===== config.mk =====
export PLATFORM = sky130hd
export DESIGN_NAME = utf8_aware_string_escaper_unit
export DESIGN_NICKNAME = d
export VERILOG_FILES = /design/src/uase_pkg.sv /design/src/uase_dp.sv /design/src/uase_ctrl.sv /design/src/utf8_aware_string_escaper_unit.sv
export SDC_FILE = /design/constraint.sdc
export NUM_CORES = 1
export LEC_CHECK = 0
export ABC_CLOCK_PERIOD_IN_PS = 4900
export BUFFER_PORTS_ARGS = -buffer_cell sky130_fd_sc_hd__buf_4
export CAP_MARGIN = 20
export CORE_MARGIN = 5
export CORE_UTILIZATION = 40
export DETAILED_ROUTE_END_ITERATION = 10
export SYNTH_ARGS = -nofsm -noshare
export SYNTH_HDL_FRONTEND = slang
export SYNTH_SLANG_ARGS = --single-unit

===== constraint.sdc =====
create_clock -name clk_i -period 4.9 [get_ports clk_i]
set_input_delay 0.245 -clock clk_i [delete_from_list [all_inputs] [get_ports clk_i]]
set_output_delay 0.245 -clock clk_i [all_outputs]
set_load 0.02 [all_outputs]

===== src/uase_pkg.sv =====
// ----------------------------------------------------------------------------
// UTF-8 aware string escaper package
// Shared types, character codes and the escape tables of the token emitter.
// ----------------------------------------------------------------------------
package uase_pkg;

  localparam logic [7:0] CHAR_QUOTE = 8'h22;
  localparam logic [7:0] CHAR_BSL   = 8'h5c;
  localparam logic [7:0] CHAR_U     = 8'h75;
  localparam logic [7:0] CHAR_ZERO  = 8'h30;
  localparam logic [7:0] CHAR_HEXA  = 8'h57;  // 'a' minus ten
  localparam logic [7:0] CTRL_LIMIT = 8'h20;

  // Token kinds the controller hands to the datapath.
  typedef enum logic [2:0] {
    TK_OPEN,
    TK_CLOSE,
    TK_PROC,
    TK_STRAY,
    TK_RAW
  } token_e;

  // How a token expands into output characters.
  typedef enum logic [3:0] {
    CL_NONE,
    CL_HOLD,
    CL_RAW,
    CL_QUOTE,
    CL_CLOSE,
    CL_BSL,
    CL_UHEX,
    CL_OCT,
    CL_ERR
  } class_e;

  typedef struct packed {
    logic       emit;
    token_e     op;
    logic       src_held;
    logic [1:0] idx;
  } tok_cmd_t;

  typedef struct packed {
    logic load_item;
    logic append;
    logic clear_held;
    logic end_string;
    logic finish;
  } ctl_cmd_t;

  typedef struct packed {
    logic       has;
    logic       eos;
    logic       in_string;
    logic       dropping;
    logic [1:0] held_count;
    logic [1:0] needed;
    logic       cont;
    logic       out_free;
    logic       tok_done;
  } dp_status_t;

  // Number of continuation bytes a lead byte announces, zero if not a lead.
  function automatic logic [1:0] lead_len(input logic [7:0] b);
    logic [1:0] n;
    n = 2'd0;
    if (b[7:5] == 3'b110) n = 2'd1;
    else if (b[7:4] == 4'b1110) n = 2'd2;
    else if (b[7:3] == 5'b11110) n = 2'd3;
    return n;
  endfunction

  function automatic logic [7:0] hex_char(input logic [3:0] n);
    logic [7:0] c;
    if (n < 4'd10) c = CHAR_ZERO + {4'd0, n};
    else c = CHAR_HEXA + {4'd0, n};
    return c;
  endfunction

  function automatic class_e classify(input token_e op, input logic [7:0] b,
                                      input logic json, input logic dropping);
    class_e cls;
    cls = CL_NONE;
    case (op)
      TK_OPEN:  cls = CL_QUOTE;
      TK_CLOSE: cls = dropping ? CL_NONE : CL_CLOSE;
      TK_RAW:   cls = CL_RAW;
      TK_STRAY: begin
        if (dropping) cls = CL_NONE;
        else cls = json ? CL_ERR : CL_OCT;
      end
      TK_PROC: begin
        if (dropping) cls = CL_NONE;
        else if (b < CTRL_LIMIT) cls = json ? CL_UHEX : CL_OCT;
        else if (b == CHAR_QUOTE || b == CHAR_BSL) cls = CL_BSL;
        else if (lead_len(b) != 2'd0) cls = CL_HOLD;
        else if (b[7]) cls = json ? CL_ERR : CL_OCT;
        else cls = CL_RAW;
      end
      default: cls = CL_NONE;
    endcase
    return cls;
  endfunction

  function automatic logic [2:0] class_len(input class_e cls);
    logic [2:0] n;
    case (cls) inside
      CL_RAW, CL_QUOTE, CL_CLOSE, CL_ERR: n = 3'd1;
      CL_BSL:  n = 3'd2;
      CL_OCT:  n = 3'd4;
      CL_UHEX: n = 3'd6;
      default: n = 3'd0;
    endcase
    return n;
  endfunction

  function automatic logic [7:0] class_char(input class_e cls, input logic [7:0] b,
                                            input logic [2:0] ch);
    logic [7:0] c;
    c = 8'd0;
    case (cls) inside
      CL_RAW:           c = b;
      CL_QUOTE, CL_CLOSE: c = CHAR_QUOTE;
      CL_BSL:           c = (ch == 3'd0) ? CHAR_BSL : b;
      CL_OCT: begin
        case (ch)
          3'd0:    c = CHAR_BSL;
          3'd1:    c = CHAR_ZERO + {6'd0, b[7:6]};
          3'd2:    c = CHAR_ZERO + {5'd0, b[5:3]};
          default: c = CHAR_ZERO + {5'd0, b[2:0]};
        endcase
      end
      CL_UHEX: begin
        case (ch)
          3'd0:    c = CHAR_BSL;
          3'd1:    c = CHAR_U;
          3'd2:    c = CHAR_ZERO;
          3'd3:    c = CHAR_ZERO;
          3'd4:    c = hex_char(b[7:4]);
          default: c = hex_char(b[3:0]);
        endcase
      end
      default: c = 8'd0;
    endcase
    return c;
  endfunction

endpackage


===== src/uase_dp.sv =====
// ----------------------------------------------------------------------------
// Escaper datapath
// Item and held-byte registers, string state, token emitter with its
// character counter, a one-deep pending result and the output register.
// ----------------------------------------------------------------------------
module uase_dp import uase_pkg::*; (
  input  logic       clk_i,
  input  logic       rst_ni,
  input  logic       cfg_we_i,
  input  logic       cfg_data_i,
  input  logic       has_byte_i,
  input  logic [7:0] data_byte_i,
  input  logic       end_of_string_i,
  input  tok_cmd_t   tok_i,
  input  ctl_cmd_t   ctl_i,
  output dp_status_t status_o,
  output logic       out_valid_o,
  input  logic       out_stall_i,
  output logic [7:0] out_byte_o,
  output logic       run_last_o,
  output logic       string_done_o,
  output logic       json_error_o
);

  logic       json_q;
  logic       in_string_q;
  logic       dropping_q;
  logic [1:0] held_count_q;
  logic [1:0] needed_q;
  logic [2:0] ch_q;
  logic       pend_valid_q;
  logic       out_valid_q;

  logic       item_has_q;
  logic [7:0] item_byte_q;
  logic       item_end_q;
  logic [7:0] held_q [3];
  logic [7:0] pend_byte_q;
  logic       pend_done_q;
  logic       pend_err_q;
  logic [7:0] out_byte_q;
  logic       out_last_q;
  logic       out_done_q;
  logic       out_err_q;

  logic [7:0] held_sel;
  logic [7:0] cur_byte;
  class_e     cls;
  logic [2:0] len;
  logic       last_ch;
  logic       tok_done;
  logic       produce;
  logic       move_out;
  logic       out_free;

  always_comb begin
    case (tok_i.idx)
      2'd0:    held_sel = held_q[0];
      2'd1:    held_sel = held_q[1];
      default: held_sel = held_q[2];
    endcase
  end

  assign cur_byte = tok_i.src_held ? held_sel : item_byte_q;
  assign cls      = classify(tok_i.op, cur_byte, json_q, dropping_q);
  assign len      = class_len(cls);
  assign last_ch  = (ch_q == len - 3'd1);
  assign tok_done = tok_i.emit && (len == 3'd0 || last_ch);
  assign produce  = tok_i.emit && (len != 3'd0);
  // The pending result leaves when a newer one arrives or the item finishes.
  assign move_out = pend_valid_q && (produce || ctl_i.finish);
  assign out_free = !out_valid_q || !out_stall_i;

  always_ff @(posedge clk_i or negedge rst_ni) begin
    if (!rst_ni) begin
      json_q       <= 1'b0;
      in_string_q  <= 1'b0;
      dropping_q   <= 1'b0;
      held_count_q <= 2'd0;
      needed_q     <= 2'd0;
      ch_q         <= 3'd0;
      pend_valid_q <= 1'b0;
      out_valid_q  <= 1'b0;
    end else begin
      if (cfg_we_i) begin
        json_q <= cfg_data_i;
      end
      if (produce) begin
        ch_q <= last_ch ? 3'd0 : ch_q + 3'd1;
      end
      if (tok_done && tok_i.op == TK_OPEN) begin
        in_string_q <= 1'b1;
      end
      if (tok_done && cls == CL_ERR) begin
        dropping_q <= 1'b1;
      end
      if (tok_done && cls == CL_HOLD) begin
        held_count_q <= 2'd1;
        needed_q     <= lead_len(cur_byte);
      end
      if (ctl_i.append) begin
        if (held_count_q != 2'd3) begin
          held_count_q <= held_count_q + 2'd1;
        end
        needed_q <= needed_q - 2'd1;
      end
      if (ctl_i.clear_held) begin
        held_count_q <= 2'd0;
        needed_q     <= 2'd0;
      end
      if (ctl_i.end_string || (tok_done && tok_i.op == TK_CLOSE)) begin
        in_string_q  <= 1'b0;
        dropping_q   <= 1'b0;
        held_count_q <= 2'd0;
        needed_q     <= 2'd0;
      end
      if (produce) begin
        pend_valid_q <= 1'b1;
      end else if (ctl_i.finish) begin
        pend_valid_q <= 1'b0;
      end
      if (move_out) begin
        out_valid_q <= 1'b1;
      end else if (!out_stall_i) begin
        out_valid_q <= 1'b0;
      end
    end
  end

  always_ff @(posedge clk_i) begin
    if (ctl_i.load_item) begin
      item_has_q  <= has_byte_i;
      item_byte_q <= data_byte_i;
      item_end_q  <= end_of_string_i;
    end
    if (tok_done && cls == CL_HOLD) begin
      held_q[0] <= cur_byte;
    end
    if (ctl_i.append) begin
      if (held_count_q == 2'd1) begin
        held_q[1] <= item_byte_q;
      end
      if (held_count_q == 2'd2) begin
        held_q[2] <= item_byte_q;
      end
    end
    if (produce) begin
      pend_byte_q <= class_char(cls, cur_byte, ch_q);
      pend_done_q <= (cls == CL_CLOSE) || (cls == CL_ERR);
      pend_err_q  <= (cls == CL_ERR);
    end
    if (move_out) begin
      out_byte_q <= pend_byte_q;
      out_done_q <= pend_done_q;
      out_err_q  <= pend_err_q;
      out_last_q <= ctl_i.finish;
    end
  end

  assign status_o.has        = item_has_q;
  assign status_o.eos        = item_end_q;
  assign status_o.in_string  = in_string_q;
  assign status_o.dropping   = dropping_q;
  assign status_o.held_count = held_count_q;
  assign status_o.needed     = needed_q;
  assign status_o.cont       = (item_byte_q[7:6] == 2'b10);
  assign status_o.out_free   = out_free;
  assign status_o.tok_done   = tok_done;

  assign out_valid_o   = out_valid_q;
  assign out_byte_o    = out_byte_q;
  assign run_last_o    = out_last_q;
  assign string_done_o = out_done_q;
  assign json_error_o  = out_err_q;

endmodule


===== src/uase_ctrl.sv =====
// ----------------------------------------------------------------------------
// Escaper controller
// Walks one item through opening quote, byte handling, held-byte flush and
// closing quote, issuing one token at a time to the datapath.
// ----------------------------------------------------------------------------
module uase_ctrl import uase_pkg::*; (
  input  logic       clk_i,
  input  logic       rst_ni,
  input  logic       in_valid_i,
  output logic       in_stall_o,
  input  dp_status_t status_i,
  output tok_cmd_t   tok_o,
  output ctl_cmd_t   ctl_o
);

  localparam logic [3:0] S_IDLE  = 4'd0;
  localparam logic [3:0] S_OPEN  = 4'd1;
  localparam logic [3:0] S_TAKE  = 4'd2;
  localparam logic [3:0] S_PASS  = 4'd3;
  localparam logic [3:0] S_FLUSH = 4'd4;
  localparam logic [3:0] S_PROCB = 4'd5;
  localparam logic [3:0] S_END   = 4'd6;
  localparam logic [3:0] S_CLOSE = 4'd7;
  localparam logic [3:0] S_FIN   = 4'd8;

  logic [3:0] state_q, state_d;
  logic [1:0] idx_q, idx_d;
  logic       ret_close_q, ret_close_d;

  assign in_stall_o = (state_q != S_IDLE);

  always_comb begin
    state_d     = state_q;
    idx_d       = idx_q;
    ret_close_d = ret_close_q;
    tok_o       = '{emit: 1'b0, op: TK_RAW, src_held: 1'b0, idx: idx_q};
    ctl_o       = '0;
    unique case (state_q)
      S_IDLE: begin
        ctl_o.load_item = in_valid_i;
        // A bubble item is taken and leaves no trace.
        if (in_valid_i) begin
          state_d = S_OPEN;
        end
      end
      S_OPEN: begin
        if (status_i.out_free) begin
          if (status_i.in_string) begin
            state_d = S_TAKE;
          end else begin
            tok_o.emit = 1'b1;
            tok_o.op   = TK_OPEN;
            if (status_i.tok_done) state_d = S_TAKE;
          end
        end
      end
      S_TAKE: begin
        if (status_i.out_free) begin
          idx_d = 2'd0;
          if (!status_i.has || status_i.dropping) begin
            state_d = S_END;
          end else if (status_i.held_count == 2'd0) begin
            state_d = S_PROCB;
          end else if (status_i.cont && status_i.needed != 2'd0) begin
            if (status_i.needed == 2'd1) begin
              state_d = S_PASS;
            end else begin
              ctl_o.append = 1'b1;
              state_d      = S_END;
            end
          end else begin
            ret_close_d = 1'b0;
            state_d     = S_FLUSH;
          end
        end
      end
      S_PASS: begin
        // Complete sequence: held bytes, then the current byte, all verbatim.
        if (status_i.out_free) begin
          tok_o.emit     = 1'b1;
          tok_o.op       = TK_RAW;
          tok_o.src_held = (idx_q != status_i.held_count);
          if (status_i.tok_done) begin
            if (idx_q == status_i.held_count) begin
              ctl_o.clear_held = 1'b1;
              state_d          = S_END;
            end else begin
              idx_d = idx_q + 2'd1;
            end
          end
        end
      end
      S_FLUSH: begin
        if (status_i.out_free) begin
          tok_o.emit     = 1'b1;
          tok_o.op       = TK_STRAY;
          tok_o.src_held = 1'b1;
          if (status_i.tok_done) begin
            if (idx_q == status_i.held_count - 2'd1) begin
              ctl_o.clear_held = 1'b1;
              state_d          = ret_close_q ? S_CLOSE : S_PROCB;
            end else begin
              idx_d = idx_q + 2'd1;
            end
          end
        end
      end
      S_PROCB: begin
        if (status_i.out_free) begin
          tok_o.emit = 1'b1;
          tok_o.op   = TK_PROC;
          if (status_i.tok_done) state_d = S_END;
        end
      end
      S_END: begin
        if (status_i.out_free) begin
          idx_d = 2'd0;
          if (!status_i.eos) begin
            state_d = S_FIN;
          end else if (status_i.dropping) begin
            ctl_o.end_string = 1'b1;
            state_d          = S_FIN;
          end else if (status_i.held_count != 2'd0) begin
            ret_close_d = 1'b1;
            state_d     = S_FLUSH;
          end else begin
            state_d = S_CLOSE;
          end
        end
      end
      S_CLOSE: begin
        if (status_i.out_free) begin
          tok_o.emit = 1'b1;
          tok_o.op   = TK_CLOSE;
          if (status_i.tok_done) state_d = S_FIN;
        end
      end
      S_FIN: begin
        if (status_i.out_free) begin
          ctl_o.finish = 1'b1;
          state_d      = S_IDLE;
        end
      end
      default: state_d = S_IDLE;
    endcase
  end

  always_ff @(posedge clk_i or negedge rst_ni) begin
    if (!rst_ni) begin
      state_q     <= S_IDLE;
      idx_q       <= 2'd0;
      ret_close_q <= 1'b0;
    end else begin
      state_q     <= state_d;
      idx_q       <= idx_d;
      ret_close_q <= ret_close_d;
    end
  end

endmodule


===== src/utf8_aware_string_escaper_unit.sv =====
// ----------------------------------------------------------------------------
// UTF-8 aware string escaper
// Turns a byte stream into its quoted, escaped form, passing well-formed
// UTF-8 sequences through unchanged.
//
//   Channel   Direction  Handshake          Payload
//   input     in         in_valid/in_stall  has_byte, data_byte, end_of_string
//   output    out        out_valid/out_stall out_byte, run_last, string_done,
//                                           json_error
//   config    in         cfg_valid/cfg_ready cfg_data (json_mode)
//
// One item is handled at a time: it is accepted, then the controller steps
// through its states, and the token emitter produces one character per cycle
// while the output register is free.
// Reset clears the string state and the mode; held bytes need no clearing.
// A stalled output freezes the controller outside idle whenever the output register is full.
// ----------------------------------------------------------------------------
module utf8_aware_string_escaper_unit import uase_pkg::*; (
  input  logic       clk_i,
  input  logic       rst_ni,
  input  logic       in_valid_i,
  output logic       in_stall_o,
  input  logic       has_byte_i,
  input  logic [7:0] data_byte_i,
  input  logic       end_of_string_i,
  output logic       out_valid_o,
  input  logic       out_stall_i,
  output logic [7:0] out_byte_o,
  output logic       run_last_o,
  output logic       string_done_o,
  output logic       json_error_o,
  input  logic       cfg_valid_i,
  output logic       cfg_ready_o,
  input  logic       cfg_data_i
);

  tok_cmd_t   tok;
  ctl_cmd_t   ctl;
  dp_status_t status;
  logic       in_valid_item;

  assign cfg_ready_o = 1'b1;
  // A bubble item is accepted but never starts the sequencer.
  assign in_valid_item = in_valid_i && (has_byte_i || end_of_string_i);

  uase_ctrl u_ctrl (
    .clk_i      (clk_i),
    .rst_ni     (rst_ni),
    .in_valid_i (in_valid_item),
    .in_stall_o (in_stall_o),
    .status_i   (status),
    .tok_o      (tok),
    .ctl_o      (ctl)
  );

  uase_dp u_dp (
    .clk_i           (clk_i),
    .rst_ni          (rst_ni),
    .cfg_we_i        (cfg_valid_i && cfg_ready_o),
    .cfg_data_i      (cfg_data_i),
    .has_byte_i      (has_byte_i),
    .data_byte_i     (data_byte_i),
    .end_of_string_i (end_of_string_i),
    .tok_i           (tok),
    .ctl_i           (ctl),
    .status_o        (status),
    .out_valid_o     (out_valid_o),
    .out_stall_i     (out_stall_i),
    .out_byte_o      (out_byte_o),
    .run_last_o      (run_last_o),
    .string_done_o   (string_done_o),
    .json_error_o    (json_error_o)
  );

endmodule

# == Word level (Yosys, flattened, before mapping) ==
# Memories as Yosys holds them, arrays and structs flattened.
# Cells that the tools add are included.
# op_classes
n_addsub,13
n_eq_ne,65
n_mux,136
magnitude_cmp,3
reduce_logical,46
# op_table
cell,count
4-bit 2-to-1 mux,33
8-bit 2-to-1 mux,11
2-bit 2-to-1 mux,27
1-bit 2-to-1 mux,46
4-bit one-hot mux with 5 select lines,2
2-bit by 1-bit inequality test with 1-bit output (second input constant),19
4-bit one-hot mux with 9 select lines,1
4-bit by 3-bit == test with 1-bit output (second input constant),8
8-bit one-hot mux with 4 select lines,1
8-bit one-hot mux with 3 select lines,1
3-bit 2-to-1 mux,7
7-bit by 4-bit adder with 8-bit output (first input constant),2
4-bit by 2-bit == test with 1-bit output (second input constant),4
8-bit one-hot mux with 2 select lines,1
16-bit AND reduction,1
8-bit OR reduction,2
6-bit by 3-bit adder with 7-bit output (first input constant),2
6-bit by 4-bit adder with 7-bit output (first input constant),2
2-bit inequality test (second input constant),7
2-bit nonzero test,7
3-bit by 2-bit == test with 1-bit output (second input constant),4
4-bit == test (second input constant),3
5-bit 2-to-1 mux,2
3-bit == test (second input constant),3
32 further kinds,67
# totals
mem_bits_rw,24
memories,1
in_bits,16
regBits,50
# mem_list
name,words,width,read_ports,rd_clocked_by_memory_dff,write_ports,line,rtl
u_dp.held_q,3,8,3,0,1,uase_dp.sv:37,logic [7:0] held_q [3];

# == Logic depth before layout (Yosys ltp) ==
# Gate-level depths: netlist (run 1).
# logic_depth
depth_word,34
mapped_depth,21
ltp_nobuf,19

# == Cells and area by module ==
# Synthesis (run 1) repeated with hierarchy kept, for this count alone.
# unflattened
cells_unflattened,461
hier_area_um2,4690.7
# modules_own_cells
mod,area_each_um2,instances,cells_each
uase_dp,3819.9,1,346
uase_ctrl,852.1,1,112
utf8_aware_string_escaper_unit,18.8,1,3

# == Worst setup path before layout (run 1) ==
# OpenSTA, ideal clock, no wires.
# synth_path
path_type,reg2reg
start,reg u_ctrl.state_q[0]
end,"reg u_dp.out_err_q, in the netlist u_dp.json_error_o (enable)"
stages_incl_launch_ff,16
setup_ns,0.383
period_less_slack_ns,4.272
slack_ns,0.628
t_arrival_ns,3.889
path_cell_list,dfrtp_1 > buf_2 > or2_1 > nor2_2 > o21a_1 > buf_4 > mux2i_1 > ha_1 > nand3_1 > or4_1 > and2_1 > a31oi_1 > a221o_1 > or3_1 > nand2_1 > a21boi_1
# synth_via
elab_chain_cells,26
word_cells_on_any_way,52
cone_classes,1 x order compare; 22 x eq/ne; 21 x mux; 8 x reduce/logical
# synth_rtl
item,line,rtl
"start, declared",uase_ctrl.sv:26,"logic [3:0] state_q, state_d;"
"start signal, assigned",uase_ctrl.sv:154,state_q <= state_d;
4-bit by 3-bit == test with 1-bit output / 4-bit by 2-bit == test with 1-bit output (equally long branches),uase_ctrl.sv:38,unique case (state_q)
1-bit one-hot mux with 2 select lines,uase_ctrl.sv:38,
8-bit 2-to-1 mux,uase_dp.sv:64,assign cur_byte = tok_i.src_held ? held_sel : item_byte_q;
5-bit == test,uase_pkg.sv:69,else if (b[7:3] == 5'b11110) n = 2'd3;
2-bit 2-to-1 mux,uase_pkg.sv:69,
2-bit 2-to-1 mux (2 in series),-,
2-bit 2-to-1 mux,uase_pkg.sv:95,else if (b == CHAR_QUOTE || b == CHAR_BSL) cls = CL_BSL;
2-bit 2-to-1 mux,uase_pkg.sv:94,else if (b < CTRL_LIMIT) cls = json ? CL_UHEX : CL_OCT;
[... 7 more ...],-,
4-bit one-hot mux with 5 select lines,uase_pkg.sv:84,case (op)
4-bit by 3-bit == test with 1-bit output,uase_dp.sv:66,assign len = class_len(cls);
3-bit 2-to-1 mux (4 in series),uase_pkg.sv:107,case (cls) inside
3-bit nonzero test,uase_dp.sv:69,assign produce = tok_i.emit && (len != 3'd0);
1-bit logical AND,uase_dp.sv:69,
1-bit logical OR (*),uase_dp.sv:71,assign move_out = pend_valid_q && (produce || ctl_i.finish);
1-bit logical AND (*),uase_dp.sv:71,
net u_dp.move_out,uase_dp.sv:53,logic move_out;
"end signal, assigned",uase_dp.sv:155,out_err_q <= pend_err_q;
"end, declared",uase_dp.sv:44,logic out_err_q;
# The timed path passes the listed nets; every way through them passes the cells marked *. The select of a mux whose other input is x is not followed.
# A chain may end at the register's enable or synchronous reset.

# == Final worst setup path (run 1) ==
# layout_path
start,reg u_ctrl.state_q[3]
end,reg u_ctrl.state_q[0]
# layout_via
word_cells_on_any_way,73
cone_classes,1 x add/sub; 1 x order compare; 41 x eq/ne; 21 x mux; 9 x reduce/logical
# layout_rtl
item,line,rtl
4-bit by 3-bit == test with 1-bit output / 4-bit by 2-bit == test with 1-bit output (equally long branches),uase_ctrl.sv:38,
1-bit one-hot mux with 2 select lines (*),uase_ctrl.sv:38,
8-bit 2-to-1 mux (*),uase_dp.sv:64,
net u_dp.cur_byte[1],uase_dp.sv:47,logic [7:0] cur_byte;
branches (longest 3 deep; another with 8-bit by 6-bit < comparator with 1-bit output),-,
4-bit 2-to-1 mux (*),uase_pkg.sv:94,
4-bit 2-to-1 mux (*),uase_pkg.sv:93,if (dropping) cls = CL_NONE;
4-bit one-hot mux with 5 select lines (*),uase_pkg.sv:84,
4-bit by 3-bit == test with 1-bit output,uase_dp.sv:66,
3-bit 2-to-1 mux (3 in series),uase_pkg.sv:107,
3-bit 2-to-1 mux (*),uase_pkg.sv:107,
3-bit by 1-bit subtractor with 3-bit output,uase_dp.sv:67,assign last_ch = (ch_q == len - 3'd1);
3-bit == test,uase_dp.sv:67,
1-bit logical OR (*),uase_dp.sv:68,assign tok_done = tok_i.emit && (len == 3'd0 || last_ch);
1-bit logical AND (*),uase_dp.sv:68,
3-bit by 1-bit inequality test with 1-bit output (no source line) / 2-bit by 1-bit inequality test with 1-bit output (equally long branches),-,
16-bit AND reduction (no source line) (*),-,
# Mark *: on every way through the listed nets, which the timed path passes. The select of a mux whose other input is x is not followed.

==> impl_metrics.py, run 1 <==
metrics = {
    "yosys": {
        "synthFlopType": "edfxtp_1",
        "yosysSeqAreaShare_pct": 47.4,
        "ys_seq_elements": 74,
        "avgSynthCellArea_sq_um": 10.1,
        "post-synth-top-area-fraction_pct": 36.8,
        "synth_largest_area_cell": "edfxtp_1",
        "synth_cells": 446,
        "yosysWarnings": 0,
        "synthTopCellsByArea": "edfxtp_1 37%, dfrtp_1 11%, ha_1 4.7%, nor2_1 3.3%, nand2_1 3.3%",
        "synthArstFlopShare_pct": 25.7,
        "synth_enable_flop_cells": 55,
        "yosysUniqueCellTypes": 76,
        "synth_nets": 479,
        "syn_area_sq_um": 4490,
    },
    "route": {
        "route.antenna.remaining_nets": 0,
        "drtIter0Drc": 214,
        "drtPass1Iterations": 5,
        "avgRoutedWirePerCell_um": 17.7,
        "vias_per_cell": 5.73,
        "routed_wl_um": 11000,
        "remaining_drc_errors": 0,
        "num_vias": 3548,
    },
    "placed_design": {
        "pre_cts_slack_ns": 0.354,
        "routabilityCongestion": 0.873,
        "dp_hpwl_um": 8450,
        "port_buffers": 28,
    },
    "global_route": {
        "track_usage_pct": 17.3,
        "grt_pass1_wl_um": 18100,
        "grt_start_max_net_pins": 20,
        "grt_pass1_vias": 3560,
        "grt_overflow": 0,
        "antenna_found_initial": 0,
    },
    "clocking": {
        "cts_inserted_buffers": 9,
        "cts_tree": "yes",
        "cts_root_buf": "clkbuf_16",
        "htreeDepth": 3,
        "cts.clk_slew.worst_paths_ns": 0.06,
        "clock_path_buffers": 2,
        "cts_sinks": 74,
        "clk_latency_ns": 0.34,
    },
    "critical_path": {
        "cp_data_arrival_time_ns": 4.75,
        "r2r_slack_ns": 0.37,
        "cp.required_ns": 5.12,
        "r2r_cells": 15,
        "cp-end-kind": "flop",
        "critPathMaxFanout": 14,
        "reg2reg_from": "u_ctrl.state_q[3]",
        "worstSetupPathType": "flop to flop",
        "r2r-end": "u_ctrl.state_q[0]",
        "cp-start-kind": "flop",
    },
    "die": {
        "die_w_um": 116,
        "core_sq_um": 10900,
        "io_pins": 30,
        "num_rows": 38,
        "dieArea_sq_um": 13400,
        "initial_utilization_pct": 41.1,
        "die_h_um": 116,
    },
    "worst_hold_path": {
        "hold_class": "primary input to flop",
        "worst_hold_startpoint": "data_byte_i[2]",
        "hold_depth": 1,
        "worstHoldEndpoint": "u_dp.item_byte_q[2]",
    },
    "power": {
        "p_leak_nw": 1.97,
        "p_per_area_nw_per_um2": 723,
        "p_total_mw": 3.72,
        "ir_worst_vdd_mv": 0.267,
    },
    "sta": {
        "rsz0062_at_grt": "false",
        "hold_viol": 0,
        "fin_setup_tns_ns": 0,
        "max_slew_margin_pct": 34.2,
        "max_slew.worst_pin.slew_ns": 0.983,
        "min_period_ns": 4.53,
        "finalCritPeriodShare_pct": 92.4,
        "fmax_mhz": 221,
        "skew_ns": 0.0112,
        "setup_viol": 0,
        "postLayoutSetupSlackWorst_ns": 0.370,
        "slew_violations": 0,
    },
    "layout": {
        "synthToLayoutAreaGrowth_pct": 14.7,
        "nets": 507,
        "n_fill_cell": 1055,
        "drive_gt1_share_pct": 17.7,
        "n_antenna_cell": 0,
    },
    "run": {
        "cap_violations": 0,
    },
    "run_status": {
        "outcome": "complete, no violations",
    },
}
==> placed cells by master, fill, tap and decap left out, drive strengths merged, types with 3 or more instances in the layout <==
master and instances:
nand4 3, inv 25, nand3 6, and2 5, nor4 4, a211oi 6
clkbuf 9, clkinv 4, a31oi 9, edfxtp 55, o21ai 34, xor2 3
nor2 43, mux2i 8, ha 17, or3 8, o32a 4, a21o 8
o21a 4, nor2b 4, a21oi 31, or4 4, a22oi 5, dfrtp 19
nor3 16, mux2 5, a22o 6, o211ai 4, nand2 39, buf 35
nand2b 7, nand3b 3, o22ai 8
==> cells in the mapped netlist (3+ instances only) <==
library cell,n
or3_1,8
mux2i_1,7
a31oi_1,8
ha_1,17
xor2_1,3
nand4_1,3
mux2_2,3
dfrtp_1,19
nor2b_1,4
nand2b_1,7
a21oi_2,6
buf_2,3
nor3_1,14
a21o_1,7
a21oi_1,25
buf_4,4
o211ai_1,4
a211oi_1,5
nand3_1,6
o22ai_1,8
nand2_1,39
o21a_1,4
clkbuf_1,10
nor4_1,4
inv_1,19
nor2_1,40
a22o_1,6
o32a_1,4
a22oi_1,5
nand3b_1,3
edfxtp_1,55
o21ai_0,21
and2_1,5
inv_2,5
o21ai_1,11
or4_1,3
==> what timing repair did <==
action	in CTS	in global routing
hold buffers	1	0
gates resized for setup	0	4
setup buffers	0	0
endpoints found under the setup margin	0	6
endpoints found under the hold margin	19	0
==> layout make-up <==
cell class | instances | area, sq um | share of cell area (%)
Tap cell | 140 | 175 | 3.40
Multi-Input combinational cell | 329 | 2190 | 42.5
Sequential cell | 74 | 2130 | 41.3
Inverter | 24 | 90.1 | 1.75
Timing Repair Buffer | 36 | 273 | 5.30
Clock buffer | 9 | 225 | 4.38
Clock inverter | 7 | 68.8 | 1.34
==> where the power goes <==
group	internal, mW	total, mW	switching, mW
logic	0.720	1.99	1.27
clock network	0.392	0.643	0.250
registers	0.952	1.09	0.138
==> critical path, cell delays in order (launching register included) <==
cell and delay, ns:
dfrtp_1 0.52, nor2_2 0.27, o2111a_1 0.28, o21a_1 0.25, mux2_2 0.43, ha_1 0.24, nor4b_1 0.15, nand3_1 0.13
and2_1 0.16, a31oi_1 0.13, a221oi_2 0.62, nand4_1 0.17, o22ai_1 0.30, nor3_1 0.10, o21ai_2 0.29, mux2_1 0.36
==> layer usage <==
metal / share of wire [%] / global-route usage (%) / vias up / wire, um
met5: 0 / 0 / - / 0
met4: 2.0 / 7.42 / 0 / 214
li1: - / - / 1736 / -
met3: 4.7 / 3.55 / 21 / 513
met2: 50 / 28.8 / 94 / 5480
met1: 43 / 22.0 / 1697 / 4760
==> how the worst max path moves through the flow <==
stage | startpoint | to | slack [ns] | cells past startpoint
final | u_ctrl.state_q[3] | u_ctrl.state_q[0] | 0.37 | 15
after global routing | u_ctrl.state_q[3] | u_ctrl.state_q[0] | 0.02 | 16
after CTS | u_ctrl.state_q[3] | u_dp.held_count_q[0] | 0.32 | 16
after detailed placement | u_ctrl.state_q[3] | u_dp.needed_q[1] | 0.35 | 16
after global placement | u_ctrl.state_q[3] | u_dp.held_count_q[0] | 0.52 | 16
after floorplan | u_ctrl.state_q[0] | u_dp.json_error_o | 0.63 | 15
==> cells by family after synthesis <==
kind of cell / Yosys count / share of synthesized area, %
adders and majority gates: 17 / 4.74
muxes: 13 / 3.12
xor gates and xnor gates: 5 / 0.976
other: 1 / 0.0835
DFF: 74 / 47.4
buffers and inverters: 43 / 4.35
AOI/OAI and AO/OA: 143 / 22.7
and+or+nand+nor: 150 / 16.7
==> registers in the layout, indices dropped and copies added (netlist names), 2 cells and up <==
register           count
u_ctrl.idx_q           2
u_dp.pend_byte_q       8
u_dp.held_q           24
u_dp.item_byte_q       8
u_dp.ch_q              3
u_dp.needed_q          2
u_ctrl.state_q         4
u_dp.out_byte_o        8
u_dp.held_count_q      2
==> stage by stage <==
step / util [%] / hold slack [ns] / std cells / area, sq um
after global placement: 44.1 / 0.141 / 602 / 4820
after CTS: 46.9 / 0.0738 / 619 / 5130
final: 47.1 / 0.0803 / 619 / 5150
after global routing: 47.1 / 0.0663 / 619 / 5150
after detailed placement: 44.1 / 0.143 / 602 / 4820
after floorplan: - / -0.0506 / 446 / 4490
(Power assumes the default switching activity.)
==> inputs of run 2 (changes only) <==
PLACE_DENSITY = 0.67   (was unset)
==> impl_metrics.py, run 2 (same netlist as run 1, synthesis figures left out) <==
metrics = {
    "route": {
        "route.antenna.remaining_nets": 0,
        "avgRoutedWirePerCell_um": 18.2,
        "drtIter0Drc": 245,
        "vias_per_cell": 5.96,
        "drtPass1Iterations": 7,
        "routed_wl_um": 11300,
        "num_vias": 3693,
        "remaining_drc_errors": 0,
    },
    "critical_path": {
        "cp.required_ns": 5.12,
        "cp-end-kind": "flop",
        "cp_data_arrival_time_ns": 4.73,
        "cp-start-kind": "flop",
        "worstSetupPathType": "flop to flop",
        "cp-startpoint": "u_ctrl.state_q[3]",
        "critPathMaxFanout": 8,
        "reg2reg_from": "u_ctrl.state_q[3]",
    },
    "placed_design": {
        "routabilityCongestion": 0.894,
        "dp_hpwl_um": 8460,
        "place_area_sq_um": 4820,
        "port_buffers": 28,
    },
    "power": {
        "p_leak_nw": 1.98,
        "p_total_mw": 3.75,
        "p_per_area_nw_per_um2": 727,
        "ir_worst_vdd_mv": 0.327,
    },
    "sta": {
        "min_period_ns": 4.51,
        "fmax_mhz": 222,
        "hold_viol": 0,
        "rsz0062_at_grt": "false",
        "fin_setup_tns_ns": 0,
        "finalCritPeriodShare_pct": 92.1,
        "skew_ns": 0.0104,
        "setup_viol": 0,
        "slew_violations": 0,
        "max_slew.worst_pin.slew_ns": 0.867,
        "max_slew_margin_pct": 41.7,
    },
    "clocking": {
        "clock_path_buffers": 2,
        "cts_tree": "yes",
        "cts.clk_slew.worst_paths_ns": 0.06,
        "cts_sinks": 74,
        "cts_root_buf": "clkbuf_16",
        "clk_latency_ns": 0.34,
        "post-cts-setup-buffers": 0,
        "cts_inserted_buffers": 9,
        "htreeDepth": 3,
    },
    "global_route": {
        "grt_overflow": 0,
        "grt_start_max_net_pins": 20,
        "track_usage_pct": 17.6,
        "grt_pass1_vias": 3668,
        "antenna_found_initial": 0,
        "grt_pass1_wl_um": 18500,
    },
    "layout": {
        "n_fill_cell": 1027,
        "largest-register": "u_dp.held_q",
        "largest_reg_flops": 24,
        "nets": 508,
        "n_antenna_cell": 0,
        "synthToLayoutAreaGrowth_pct": 14.8,
        "fin_util_pct": 47.1,
        "mostFrequentLayoutCells": "55 x edfxtp_1, 40 x nor2_1, 39 x nand2_1",
        "drive_gt1_share_pct": 17.5,
        "post-route-cell-area_sq_um": 5150,
        "final_common_cell": "edfxtp_1",
    },
    "worst_hold_path": {
        "hold_class": "primary input to flop",
        "worst_hold_startpoint": "data_byte_i[1]",
    },
    "run_status": {
        "outcome": "complete, no violations",
    },
    "die": {
        "dieArea_sq_um": 13400,
        "core_sq_um": 10900,
        "initial_utilization_pct": 41.1,
        "num_rows": 38,
        "die_h_um": 116,
        "die_w_um": 116,
        "io_pins": 30,
    },
    "run": {
        "cap_violations": 0,
    },
}
[run 2: changes by cell type in the layout (fill, tap and decap cells not counted), sizes merged]
| cell | before | now |
|---|---|---|
| buf | 35 | 36 |
[run 2: area by class of cell]
class	instances	area, sq um	share of cell area [%]
Multi-Input combinational cell	329	2170	42.2
Sequential cell	74	2130	41.3
Timing Repair Buffer	37	284	5.51
Clock buffer	9	225	4.37
Tap cell	140	175	3.40
Inverter	24	90.1	1.75
Clock inverter	7	77.6	1.51
[run 2: power by group]
part           switching [mW]  internal [mW]  total [mW]
registers               0.139          0.951        1.09
logic                    1.28          0.717        2.00
clock network           0.264          0.397       0.661
total                    1.68           2.07        3.75
[run 2: per-stage QoR]
stage,setup slack [ns],hold slack (ns),std cells
2_1_floorplan,0.628,-0.0506,446
3_3_place_gp,0.548,0.143,602
3_5_place_dp,0.437,0.147,602
4_1_cts,0.397,0.0631,619
5_1_grt,0.0106,0.0586,620
6_report,0.388,0.0751,620
[run 2: routing by layer]
| layer | part of all wire [%] | vias to the layer above | global-route usage (%) |
|---|---|---|---|
| li1 | - | 1733 | - |
| met4 | 2.1 | 0 | 5.65 |
| met2 | 50 | 164 | 29.3 |
| met3 | 6.3 | 24 | 4.91 |
| met5 | 0 | - | 0 |
| met1 | 42 | 1772 | 22.0 |
[run 2: final timing paths]
check / cells after the start / slack, ns / to
max in group asynchronous: 2 / 4.35 / u_dp.needed_q[1]
worst max register to register: 16 / 0.39 / u_ctrl.state_q[0]
worst max-delay path: 16 / 0.39 / u_ctrl.state_q[0]
worst min register to register: 0 / 0.42 / u_dp.out_byte_o[5]
min in group asynchronous: 2 / 0.33 / u_ctrl.state_q[3]
worst min-delay path: 1 / 0.08 / u_dp.item_byte_q[1]
[run 2: worst max-delay path, stage by stage, from the launching register on]
cell and delay (ns):
dfrtp_1 0.48, nor2_2 0.26, o2111a_1 0.29, o21a_1 0.24, mux2_2 0.43, inv_1 0.13, ha_1 0.18, nand3_1 0.06
or4_1 0.43, and2_1 0.17, a31oi_1 0.27, a221o_1 0.31, nand4_1 0.15, o22ai_1 0.26, nor3_1 0.10, o21ai_2 0.27
mux2_1 0.35
[run 2: what timing repair did]
item,CTS,global route
endpoints found under the hold margin,19,0
endpoints found under the setup margin,0,1
hold buffers,1,0
resized for setup,0,1
